--- src/rtl/core/pre_pkg.sv ---
// ----------------------------------------------------------------------------
// printable run extractor package
// shared constants and types for the printable run extractor
// ----------------------------------------------------------------------------
package pre_pkg;

   localparam int RUN_BUF_DEPTH = 32;
   localparam int OFFSET_WIDTH  = 48;

   localparam int DATA_W   = 8;
   localparam int LEN_W    = 6;
   localparam int CNT_W    = $clog2(RUN_BUF_DEPTH + 1);
   localparam int IDX_W    = $clog2(RUN_BUF_DEPTH);
   localparam int CMP_W    = (CNT_W > LEN_W) ? CNT_W : LEN_W;
   localparam int CSR_DW   = 32;
   localparam int CSR_AW   = 3;

   localparam logic [LEN_W-1:0]  MIN_RUN_LEN_RST = LEN_W'(4);
   localparam logic [DATA_W-1:0] PRINT_LO        = 8'h20;
   localparam logic [DATA_W-1:0] PRINT_HI        = 8'h7E;

   localparam logic CSR_IDX_MIN_RUN_LEN = 1'b0;

   localparam logic KIND_CHAR = 1'b0;
   localparam logic KIND_END  = 1'b1;

   typedef enum logic [1:0] {
      ST_IDLE,
      ST_READ,
      ST_SEND
   } pre_state_type;

endpackage

--- src/rtl/core/pre_if.sv ---
// ----------------------------------------------------------------------------
// printable run extractor channels
// valid/ready channels for input bytes and result transactions
// ----------------------------------------------------------------------------
interface pre_req_if;
   logic                        valid;
   logic                        ready;
   logic [pre_pkg::DATA_W-1:0]  data_byte;
   logic                        file_start;

   modport source (output valid, output data_byte, output file_start, input ready);
   modport sink   (input valid, input data_byte, input file_start, output ready);
endinterface

interface pre_rsp_if;
   logic                              valid;
   logic                              ready;
   logic                              item_kind;
   logic [pre_pkg::DATA_W-1:0]        char_byte;
   logic                              run_start;
   logic [pre_pkg::OFFSET_WIDTH-1:0]  start_offset;
   logic                              last;

   modport source (output valid, output item_kind, output char_byte, output run_start,
                   output start_offset, output last, input ready);
   modport sink   (input valid, input item_kind, input char_byte, input run_start,
                   input start_offset, input last, output ready);
endinterface

--- src/rtl/core/printable_run_extractor.sv ---
// a byte that causes no result leaves the input ready again; a single result is
// shown in the cycle after its byte is taken, and input waits until it is sent
// a run that reaches the threshold is replayed from the run buffer, a buffer
// read, then a send, for each character; a replay holds up to RUN_BUF_DEPTH
// characters, since a lowered threshold can release a full buffer
// synchronous reset clears the sequencer, counts and offsets; min_run_len is 4
// ----------------------------------------------------------------------------
// printable run extractor
// finds runs of printable ascii bytes and reports them with their start offset
// ----------------------------------------------------------------------------
module printable_run_extractor (
   input  logic                           clock,
   input  logic                           reset,
   pre_req_if.sink                        req_chan,
   pre_rsp_if.source                      rsp_chan,
   input  logic                           csr_psel,
   input  logic                           csr_penable,
   input  logic                           csr_pwrite,
   input  logic [pre_pkg::CSR_AW-1:0]     csr_paddr,
   input  logic [pre_pkg::CSR_DW-1:0]     csr_pwdata,
   output logic [pre_pkg::CSR_DW-1:0]     csr_prdata,
   output logic                           csr_pready
);
   import pre_pkg::*;

   pre_state_type state_ff, state_in;

   logic [LEN_W-1:0]         min_run_len_ff;
   logic [CNT_W-1:0]         cnt_ff, cnt_in;
   logic                     reported_ff, reported_in;
   logic [OFFSET_WIDTH-1:0]  offset_ff, offset_in;
   logic [OFFSET_WIDTH-1:0]  origin_ff, origin_in;
   logic [CNT_W-1:0]         idx_ff, idx_in;
   logic [CNT_W-1:0]         total_ff, total_in;
   logic                     burst_ff, burst_in;
   logic                     kind_ff, kind_in;
   logic [DATA_W-1:0]        char_ff, char_in;
   logic [DATA_W-1:0]        mem_q_ff;

   logic [DATA_W-1:0]        run_buffer [RUN_BUF_DEPTH];

   logic                     req_fire, rsp_fire, csr_wr;
   logic                     printable, cnt_full, mem_we, run_hit, is_last;
   logic [CNT_W-1:0]         cnt_base, cnt_new;
   logic                     rep_base;
   logic [OFFSET_WIDTH-1:0]  off_base;
   logic [CMP_W-1:0]         len_ext, eff_len;

   // configuration port
   assign csr_pready = 1'b1;
   assign csr_wr     = csr_psel && csr_penable && csr_pwrite && csr_pready;
   assign csr_prdata = (csr_paddr[2] == CSR_IDX_MIN_RUN_LEN) ?
                       CSR_DW'(min_run_len_ff) : '0;

   always_ff @(posedge clock) begin
      if (reset) begin
         min_run_len_ff <= MIN_RUN_LEN_RST;
      end else if (csr_wr && csr_paddr[2] == CSR_IDX_MIN_RUN_LEN) begin
         min_run_len_ff <= csr_pwdata[LEN_W-1:0];
      end
   end

   // threshold clamp
   always_comb begin
      len_ext = CMP_W'(min_run_len_ff);
      if (len_ext == '0) begin
         eff_len = CMP_W'(1);
      end else if (len_ext > CMP_W'(RUN_BUF_DEPTH)) begin
         eff_len = CMP_W'(RUN_BUF_DEPTH);
      end else begin
         eff_len = len_ext;
      end
   end

   assign req_fire  = req_chan.valid && req_chan.ready;
   assign rsp_fire  = rsp_chan.valid && rsp_chan.ready;
   assign printable = req_chan.data_byte inside {[PRINT_LO:PRINT_HI]};

   assign cnt_base  = req_chan.file_start ? '0 : cnt_ff;
   assign rep_base  = req_chan.file_start ? 1'b0 : reported_ff;
   assign off_base  = req_chan.file_start ? '0 : offset_ff;
   assign cnt_full  = (cnt_base >= CNT_W'(RUN_BUF_DEPTH));
   assign cnt_new   = cnt_full ? cnt_base : cnt_base + CNT_W'(1);
   assign run_hit   = (CMP_W'(cnt_new) >= eff_len);
   assign mem_we    = req_fire && printable && !rep_base && !cnt_full;
   assign is_last   = (idx_ff + CNT_W'(1) == total_ff);

   // next state
   always_comb begin
      state_in = state_ff;
      case (state_ff)
         ST_IDLE: begin
            if (req_fire) begin
               if (printable) begin
                  if (rep_base) begin
                     state_in = ST_SEND;
                  end else if (run_hit) begin
                     state_in = ST_READ;
                  end
               end else if (rep_base) begin
                  state_in = ST_SEND;
               end
            end
         end
         ST_READ: begin
            state_in = ST_SEND;
         end
         ST_SEND: begin
            if (rsp_fire) begin
               state_in = (burst_ff && !is_last) ? ST_READ : ST_IDLE;
            end
         end
         default: begin
            state_in = ST_IDLE;
         end
      endcase
   end

   // datapath updates
   always_comb begin
      cnt_in      = cnt_ff;
      reported_in = reported_ff;
      offset_in   = offset_ff;
      origin_in   = origin_ff;
      idx_in      = idx_ff;
      total_in    = total_ff;
      burst_in    = burst_ff;
      kind_in     = kind_ff;
      char_in     = char_ff;
      case (state_ff)
         ST_IDLE: begin
            if (req_fire) begin
               offset_in = off_base + OFFSET_WIDTH'(1);
               cnt_in    = cnt_base;
               reported_in = rep_base;
               if (printable) begin
                  if (rep_base) begin
                     burst_in = 1'b0;
                     kind_in  = KIND_CHAR;
                     char_in  = req_chan.data_byte;
                  end else if (run_hit) begin
                     origin_in   = off_base - OFFSET_WIDTH'(cnt_new - CNT_W'(1));
                     total_in    = cnt_new;
                     idx_in      = '0;
                     burst_in    = 1'b1;
                     kind_in     = KIND_CHAR;
                     cnt_in      = '0;
                     reported_in = 1'b1;
                  end else begin
                     cnt_in = cnt_new;
                  end
               end else begin
                  burst_in    = 1'b0;
                  kind_in     = KIND_END;
                  char_in     = '0;
                  cnt_in      = '0;
                  reported_in = 1'b0;
               end
            end
         end
         ST_READ: begin
         end
         ST_SEND: begin
            if (rsp_fire && burst_ff && !is_last) begin
               idx_in = idx_ff + CNT_W'(1);
            end
         end
         default: begin
         end
      endcase
   end

   always_ff @(posedge clock) begin
      if (reset) begin
         state_ff    <= ST_IDLE;
         cnt_ff      <= '0;
         reported_ff <= 1'b0;
         offset_ff   <= '0;
         origin_ff   <= '0;
         idx_ff      <= '0;
         total_ff    <= '0;
         burst_ff    <= 1'b0;
      end else begin
         state_ff    <= state_in;
         cnt_ff      <= cnt_in;
         reported_ff <= reported_in;
         offset_ff   <= offset_in;
         origin_ff   <= origin_in;
         idx_ff      <= idx_in;
         total_ff    <= total_in;
         burst_ff    <= burst_in;
      end
   end

   always_ff @(posedge clock) begin
      kind_ff <= kind_in;
      char_ff <= char_in;
   end

   // run buffer
   always_ff @(posedge clock) begin
      if (mem_we) begin
         run_buffer[cnt_base[IDX_W-1:0]] <= req_chan.data_byte;
      end
      mem_q_ff <= run_buffer[idx_ff[IDX_W-1:0]];
   end

   // channel outputs
   assign req_chan.ready        = (state_ff == ST_IDLE);
   assign rsp_chan.valid        = (state_ff == ST_SEND);
   assign rsp_chan.item_kind    = kind_ff;
   assign rsp_chan.char_byte    = burst_ff ? mem_q_ff : char_ff;
   assign rsp_chan.run_start    = burst_ff && (idx_ff == '0);
   assign rsp_chan.start_offset = origin_ff;
   assign rsp_chan.last         = !burst_ff || is_last;

endmodule

--- src/flat_wrapper.sv ---
// flat-port wrapper written by rule: the top's interface ports become plain ports
module printable_run_extractor_flat import pre_pkg::*;
  (clock, reset, csr_psel, csr_penable, csr_pwrite, csr_paddr, csr_pwdata, csr_prdata, csr_pready, req_chan_valid, req_chan_data_byte, req_chan_file_start, req_chan_ready, rsp_chan_valid, rsp_chan_item_kind, rsp_chan_char_byte, rsp_chan_run_start, rsp_chan_start_offset, rsp_chan_last, rsp_chan_ready);
  pre_req_if req_chan_i ();
  pre_rsp_if rsp_chan_i ();
  input  logic clock;
  input  logic reset;
  input  logic csr_psel;
  input  logic csr_penable;
  input  logic csr_pwrite;
  input  logic [pre_pkg::CSR_AW-1:0] csr_paddr;
  input  logic [pre_pkg::CSR_DW-1:0] csr_pwdata;
  output logic [pre_pkg::CSR_DW-1:0] csr_prdata;
  output logic csr_pready;
  input wire logic [$bits(req_chan_i.valid)-1:0] req_chan_valid;
  input wire logic [$bits(req_chan_i.data_byte)-1:0] req_chan_data_byte;
  input wire logic [$bits(req_chan_i.file_start)-1:0] req_chan_file_start;
  output wire logic [$bits(req_chan_i.ready)-1:0] req_chan_ready;
  output wire logic [$bits(rsp_chan_i.valid)-1:0] rsp_chan_valid;
  output wire logic [$bits(rsp_chan_i.item_kind)-1:0] rsp_chan_item_kind;
  output wire logic [$bits(rsp_chan_i.char_byte)-1:0] rsp_chan_char_byte;
  output wire logic [$bits(rsp_chan_i.run_start)-1:0] rsp_chan_run_start;
  output wire logic [$bits(rsp_chan_i.start_offset)-1:0] rsp_chan_start_offset;
  output wire logic [$bits(rsp_chan_i.last)-1:0] rsp_chan_last;
  input wire logic [$bits(rsp_chan_i.ready)-1:0] rsp_chan_ready;
  assign req_chan_i.valid = req_chan_valid;
  assign req_chan_i.data_byte = req_chan_data_byte;
  assign req_chan_i.file_start = req_chan_file_start;
  assign req_chan_ready = req_chan_i.ready;
  assign rsp_chan_valid = rsp_chan_i.valid;
  assign rsp_chan_item_kind = rsp_chan_i.item_kind;
  assign rsp_chan_char_byte = rsp_chan_i.char_byte;
  assign rsp_chan_run_start = rsp_chan_i.run_start;
  assign rsp_chan_start_offset = rsp_chan_i.start_offset;
  assign rsp_chan_last = rsp_chan_i.last;
  assign rsp_chan_i.ready = rsp_chan_ready;
  printable_run_extractor u_core (.clock(clock), .reset(reset), .req_chan(req_chan_i), .rsp_chan(rsp_chan_i), .csr_psel(csr_psel), .csr_penable(csr_penable), .csr_pwrite(csr_pwrite), .csr_paddr(csr_paddr), .csr_pwdata(csr_pwdata), .csr_prdata(csr_prdata), .csr_pready(csr_pready));
endmodule
--- config.mk ---
export PLATFORM = sky130hd
export DESIGN_NAME = printable_run_extractor_flat
export DESIGN_NICKNAME = d
export VERILOG_FILES = /design/src/rtl/core/pre_pkg.sv /design/src/rtl/core/pre_if.sv /design/src/rtl/core/printable_run_extractor.sv /design/src/flat_wrapper.sv
export SDC_FILE = /design/constraint.sdc
export NUM_CORES = 1
export LEC_CHECK = 0
export BUFFER_PORTS_ARGS = -buffer_cell sky130_fd_sc_hd__buf_2
export CAP_MARGIN = 20
export CORE_ASPECT_RATIO = 1.25
export CORE_MARGIN = 2
export CORE_UTILIZATION = 50
export DETAILED_ROUTE_END_ITERATION = 12
export MAX_ROUTING_LAYER = met4
export PLACE_DENSITY = 0.77
export SLEW_MARGIN = 20
export SYNTH_ARGS = -nofsm -noshare
export SYNTH_HDL_FRONTEND = slang
export SYNTH_SLANG_ARGS = --single-unit
--- constraint.sdc ---
create_clock -name clock -period 5.1 [get_ports clock]
set_input_delay 1.02 -clock clock [delete_from_list [all_inputs] [get_ports clock]]
set_output_delay 1.02 -clock clock [all_outputs]
set_load 0.02 [all_outputs]
==> results of run 1 <==
[stage by stage]
step                setup TNS (ns)  instance area, µm²  hold WS (ns)  setup slack [ns]
floorplan                        0               19800         0.446           0.00905
global placement                 0               21200         0.436            0.0540
detailed placement          -0.107               21200         0.442           -0.0499
CTS                              0               22400         0.450             0.517
global route                     0               22400         0.468             0.223
finish                           0               22400         0.446             0.446
[per-layer routing]
layer / vias up / routed length (µm) / share of wire, % / global-route usage, %
li1: 6367 / - / - / -
met1: 6534 / 17700 / 40 / 26.8
met2: 433 / 23400 / 52 / 40.5
met3: 78 / 2300 / 5.2 / 3.02
met4: 0 / 1180 / 2.6 / 6.27
met5: - / 0 / 0 / -
[power by group]
part	leakage (µW)	internal, µW	switching (µW)
Combinational	0.00436	210	322
Sequential	0.00346	3450	9.86
Clock	0.000632	1600	1230
Total	0.00845	5250	1560
[placed cells by master, fill, tap and decap left out, types with 7 or more instances in the layout]
cell type / count
clkinv_2: 12
a211oi_1: 15
inv_1: 19
a22oi_1: 8
a21o_1: 37
clkbuf_1: 7
mux4_2: 80
nor2_1: 149
xor2_1: 35
and2_1: 20
conb_1: 28
o21a_1: 8
ha_1: 60
edfxtp_1: 265
clkbuf_16: 41
nor3_1: 22
o21ai_0: 44
nand2_1: 155
a31oi_1: 15
mux2i_1: 10
or3_1: 7
a21oi_1: 79
and3_1: 20
nor2b_1: 57
buf_2: 88
mux2_2: 18
nand3b_1: 8
buf_4: 118
xnor2_1: 51
nand4_1: 27
nand3_1: 51
dfxtp_1: 130
[cell families (layout without fill, tap and decap cells)]
kind of cell               after synthesis  count (layout)  share of synthesized area [%]
other                                    2              30                         0.0382
muxes                                  108             108                           10.7
DFF                                    397             397                           53.9
buffers and inverters                  132             301                           3.35
and+or+nand+nor                        580             580                           15.3
adders and majority gates               61              61                           3.92
xor gates and xnor gates                87              87                           3.92
AOI/OAI and AO/OA                      262             262                           8.86
[sequential cells by signal (all words and copies together), names as in the netlist]
signal and cells:
u_core.burst_ff 1, u_core.char_ff 8, u_core.cnt_ff 6, u_core.idx_ff 6, u_core.len_ext 6, u_core.mem_q_ff 8, u_core.offset_ff 48, u_core.reported_ff 1
u_core.rsp_chan.item_kind 1, u_core.rsp_chan.start_offset 48, u_core.run_buffer 256, u_core.state_ff 2, u_core.total_ff 6
[final cells by class]
class,instances,area (µm²)
Multi-Input combinational cell,1126,8490
Timing Repair Buffer,208,1370
Fill cell,3123,16500
Antenna cell,2,5.00
Tap cell,498,623
Clock buffer,52,1110
Inverter,20,75.1
Clock inverter,21,168
Sequential cell,397,10600
[worst paths after layout]
check                                                 startpoint                               end  depth (start not counted)
worst max-delay path                         req_chan_file_start  u_core.rsp_chan.start_offset[44]                         16
worst min-delay path            u_core.rsp_chan.start_offset[20]  u_core.rsp_chan.start_offset[20]                          2
worst max register to register                  u_core.cnt_ff[2]  u_core.rsp_chan.start_offset[44]                         15
worst min register to register  u_core.rsp_chan.start_offset[20]  u_core.rsp_chan.start_offset[20]                          2
[worst max-delay path, stage by stage]
cell and delay, ns:
buf_2 0.13, nand4b_2 0.25, o311ai_2 0.34, nand2_2 0.11
or4_4 0.62, buf_4 0.18, ha_1 0.20, a21oi_1 0.23
o21ai_0 0.16, a21boi_0 0.56, a2111oi_4 0.21, o32ai_1 0.43
o21a_1 0.30, buf_4 0.15, or3b_1 0.10, nand3_1 0.06
==> summary.txt, run 1 <==
Outcome
  • Status: completed

CTS
  • Inserted Clock Buffers: 41
  • Post-CTS resize count: 0
  • H-tree depth: 2
  • # clock sinks: 397
  • CTS clk-pin slew, worst paths: 0.05 ns
  • Root Driver: clkbuf_16
  • Setup bufs post-CTS: 0
  • Max clock buf depth: 3
  • Clk_lat worst skew: 0.55 ns
  • # hold bufs at CTS: 0
  • CTS tree: built

Synth
  • Commonest cells post-synth: 265 x edfxtp_1, 155 x nand2_1, 149 x nor2_1
  • Async SR Flop Fraction: 0%
  • #FFs+latches synth: 397
  • Synth area leaders: edfxtp_1 40%, dfxtp_1 13%, mux4_2 9.2%, ha_1 3.8%, nand2_1 3.0%
  • Seq/Total Area, Yosys: 53.9%
  • Most common cell in the netlist: edfxtp_1
  • Post-synth top area share: 40.5%
  • Area leader, netlist: edfxtp_1
  • Mapped cell area: 19700 µm²
  • Yosys Warn Count: 0
  • Count of distinct cell types in the synthesized netlist: 96
  • EDFF count, synth: 265
  • Main flop type after synthesis: edfxtp_1
  • Synthesized area per cell: 12.1 µm²
  • Cells after Synth: 1629

Cells and area
  • Share of layout cells above drive strength 1: 22.1%
  • Fin util: 57.7%
  • Non-Filler Instances: 2324
  • Layout area overhead: 14.2%
  • Layout Nets: 1906

Place
  • Routability cong.: 0.945
  • Placed insts: 2249
  • Dpl hpwl: 30800 µm
  • PortBufs: 89

Floorplanning
  • Number of placement rows: 81
  • Die Wd: 181 µm
  • Die H: 226 µm
  • Starting Density: 50.5%
  • # IOs: 145
  • Die area: 40900 µm²
  • Placeable Area: 38900 µm²

Power
  • Power after layout: 6820 µW
  • P_leak: 0.00845 µW
  • PwrDens: 304 nW/µm²
  • Peak supply drop: 0.334 mV

GRT
  • Initial antenna violation count: 3
  • Vias in the first global route: 13500
  • First-pass GRT wire length: 71400 µm
  • Pin count of the biggest net entering global routing: 70
  • GRT overflow: 0
  • Total Routing Usage GR: 22.6%

Drt
  • Vias per std cell: 5.77
  • Final ANT Viol Nets: 0
  • Initial DRC Count: 1048
  • Drt total wl: 44600 µm
  • Via Count: 13400
  • DRC Markers: 0
  • WL/cell: 19.2 µm
  • Detailed Routing Iterations Pass 1: 5

Timing
  • Final period util: 91.3%
  • RSZ-0062 raised after global routing: false
  • Final Hold Viols: 0
  • Slew at the pin closest to its max-slew limit: 1.02 ns
  • Max-slew headroom: 32.0%
  • F_max: 215 MHz
  • Final Max Slew Viols: 0
  • Fin crit period: 4.65 ns
  • Setup Skew: 0.0217 ns
  • Final setup fails: 0

Worst setup path
  • Maximum net fanout on the critical path: 8
  • Worst Setup End Kind: register
  • Setup Crit Path Kind: input pin to register
  • Startpoint Class: input pin
  • Data required, critical path: 5.52 ns
  • Worst EP arrival: 5.07 ns
  • Reg2Reg Setup Slack: 0.52 ns

Hold path
  • Hold crit path type: register to register

Run
  • Max-capacitance violation count: 0
(Power assumes the default switching activity.)
==> run 2, diff against run 1 <==
--- a/config.mk
+++ b/config.mk
@@ -7,12 +7,14 @@
 export LEC_CHECK = 0
 export BUFFER_PORTS_ARGS = -buffer_cell sky130_fd_sc_hd__buf_2
 export CAP_MARGIN = 20
+export CELL_PAD_IN_SITES_DETAIL_PLACEMENT = 1
+export CELL_PAD_IN_SITES_GLOBAL_PLACEMENT = 1
 export CORE_ASPECT_RATIO = 1.25
 export CORE_MARGIN = 2
-export CORE_UTILIZATION = 50
+export CORE_UTILIZATION = 45
 export DETAILED_ROUTE_END_ITERATION = 12
 export MAX_ROUTING_LAYER = met4
-export PLACE_DENSITY = 0.77
+export PLACE_DENSITY = 0.83
 export SLEW_MARGIN = 20
 export SYNTH_ARGS = -nofsm -noshare
 export SYNTH_HDL_FRONTEND = slang
==> run 2 against run 1 <==
  * Wire length increased by 18%
  * Non-clock buffer count increased by 23
  * Design area increased by 1.1%
  * Total power up 1.5%
  * Global-route usage rose by 1.9 points
  * Utilization decreased by 5.0 points
  * Clock power increased by 3%
  * Sequential power hardly changed
==> summary.txt, run 2 (synthesis results as in run 1) <==
Timing
  • Final setup fails: 0
  • Fin crit period: 4.75 ns
  • Max-slew headroom: 34.3%
  • PnR worst setup slack: 0.355 ns
  • F_max: 211 MHz
  • Final Hold Viols: 0
  • Setup Skew: 0.0307 ns
  • Setup TNS: 0 ns
  • RSZ-0062 raised after global routing: false
  • Final Max Slew Viols: 0
  • Slew at the pin closest to its max-slew limit: 0.985 ns
  • Final period util: 93.0%

Drt
  • Detailed Routing Iterations Pass 1: 5
  • DRC Markers: 0
  • Initial DRC Count: 855
  • Vias per std cell: 5.71
  • Via Count: 13800
  • Final ANT Viol Nets: 0
  • Drt total wl: 52800 µm
  • WL/cell: 21.9 µm

Place
  • Dpl hpwl: 36800 µm
  • PortBufs: 89
  • Placed inst area: 21400 µm²
  • DP Worst Slack: -0.150 ns
  • Routability cong.: 0.897

CTS
  • CTS tree: built
  • Root Driver: clkbuf_16
  • Clk_lat worst skew: 0.58 ns
  • Post-CTS resize count: 0
  • # hold bufs at CTS: 0
  • Max clock buf depth: 3
  • H-tree depth: 2
  • # clock sinks: 397
  • CTS clk-pin slew, worst paths: 0.07 ns
  • Inserted Clock Buffers: 40
  • Setup bufs post-CTS: 0

Power
  • Flop pwr share: 49.9%
  • Power after layout: 6920 µW
  • PwrDens: 305 nW/µm²
  • Clock network fraction of total power: 42.0%
  • Cell-internal power: 5290 µW
  • Psw: 1630 µW
  • Peak supply drop: 0.303 mV
  • Combinational Power Share: 8.0%
  • Net Sw Frac: 23.5%
  • P_leak: 0.00855 µW

Worst setup path
  • Reg-to-Reg Start: u_core.cnt_ff[0]
  • Data required, critical path: 5.62 ns
  • Worst EP arrival: 5.26 ns
  • Setup Crit Path Kind: register to register
  • Reg2Reg Setup Slack: 0.35 ns
  • Slowest-stage cell, CP: or4_4
  • Worst Setup End Kind: register
  • R2R Path End: u_core.rsp_chan.start_offset[40]
  • Startpoint Class: register
  • Worst path cell trace: nor2b_1 -> xnor2_1 -> nor2_1 -> inv_1 -> ha_1 -> nand2b_1 -> or4_4 -> buf_12 -> ha_1 -> nand2_2 -> o21ai_0 -> a21oi_1 -> o32ai_1 -> o32ai_1 -> buf_4 -> o21a_1 -> or4b_1 -> nand3_1
  • Maximum net fanout on the critical path: 21
  • Worst R2R Path Depth: 18
  • Crit-path max cell delay: 0.62 ns

GRT
  • Initial antenna violation count: 0
  • GRT overflow: 0
  • Total Routing Usage GR: 24.5%
  • Vias in the first global route: 14800
  • First-pass GRT wire length: 83300 µm
  • Pin count of the biggest net entering global routing: 70

Cells and area
  • Fin util: 52.7%
  • Finished Cell Area: 22700 µm²
  • Number of flip-flops in the largest register: 256
  • Share of layout cells above drive strength 1: 23.0%
  • Layout area overhead: 15.4%
  • FILL cells: 4516
  • Commonest non-fill, non-tap cell in the layout: edfxtp_1
  • Layout Nets: 1928
  • Commonest non-fill, non-tap cells in the layout: 265 x edfxtp_1, 155 x nand2_1, 149 x nor2_1

Floorplanning
  • # IOs: 145
  • Die area: 45400 µm²
  • Die Wd: 191 µm
  • Placeable Area: 43100 µm²
  • Starting Density: 45.6%
  • Number of placement rows: 85
  • Die H: 238 µm

Hold path
  • Worst Hold Depth: 2
  • Hold crit path type: register to register
  • WHS Endpoint: u_core.rsp_chan.start_offset[11]
  • Hold_sp: u_core.rsp_chan.start_offset[11]

Run
  • Max-capacitance violation count: 0

Outcome
  • Status: completed
## run 2: worst max-delay path by stage
stage                              startpoint                          endpoint  slack [ns]  depth (start not counted)
final                        u_core.cnt_ff[0]  u_core.rsp_chan.start_offset[40]        0.35                         18
after global routing         u_core.cnt_ff[0]  u_core.rsp_chan.start_offset[43]        0.08                         19
after CTS                    u_core.cnt_ff[0]  u_core.rsp_chan.start_offset[40]        0.36                         18
after detailed placement  req_chan_file_start  u_core.rsp_chan.start_offset[40]       -0.15                         16
after global placement    req_chan_file_start  u_core.rsp_chan.start_offset[40]       -0.05                         16
after floorplan           req_chan_file_start  u_core.rsp_chan.start_offset[40]       0.009                         18
## run 2: through the flow
stage,instances,hold WS [ns]
after floorplan,1655,0.446
after global placement,2339,0.437
after detailed placement,2339,0.446
after CTS,2412,0.452
after global routing,2412,0.463
final,2413,0.448
## run 2: power by group through the flow
stage               combinational, µW  clock [µW]  sequential, µW
floorplan                         343           0            3530
global placement                  535           0            3520
detailed placement                553           0            3520
CTS                               558        2960            3460
global route                      607        3090            3460
finish                            555        2910            3460
## run 2: critical path: cells and delay by family (launching register included)
kind / cells / cell delay (ns)
AOI/OAI and AO/OA: 5 / 1.30
xor gates and xnor gates: 1 / 0.15
adders and majority gates: 2 / 0.52
and+or+nand+nor: 7 / 1.76
buffers and inverters: 3 / 0.43
DFF: 1 / 0.52
## run 2: metal layers
layer	share of wire, %	vias to the layer above	track usage [%]
met3	4.9	118	4.18
met2	52	331	42.5
li1	-	6419	-
met1	39	6902	28.0
met4	3.9	0	9.33
met5	0	-	-
## run 2: cell type report
cell class              instances  area [µm²]  share of cell area, %
clock buffers                  56        1110                   4.90
multi-input cells            1126        8490                   37.4
well taps                     565         707                   3.12
inverters                      20        75.1                  0.331
clock inverters                17         154                  0.678
flip-flops and latches        397       10600                   46.7
diodes                          1        2.50                 0.0110
repair buffers                231        1540                   6.78
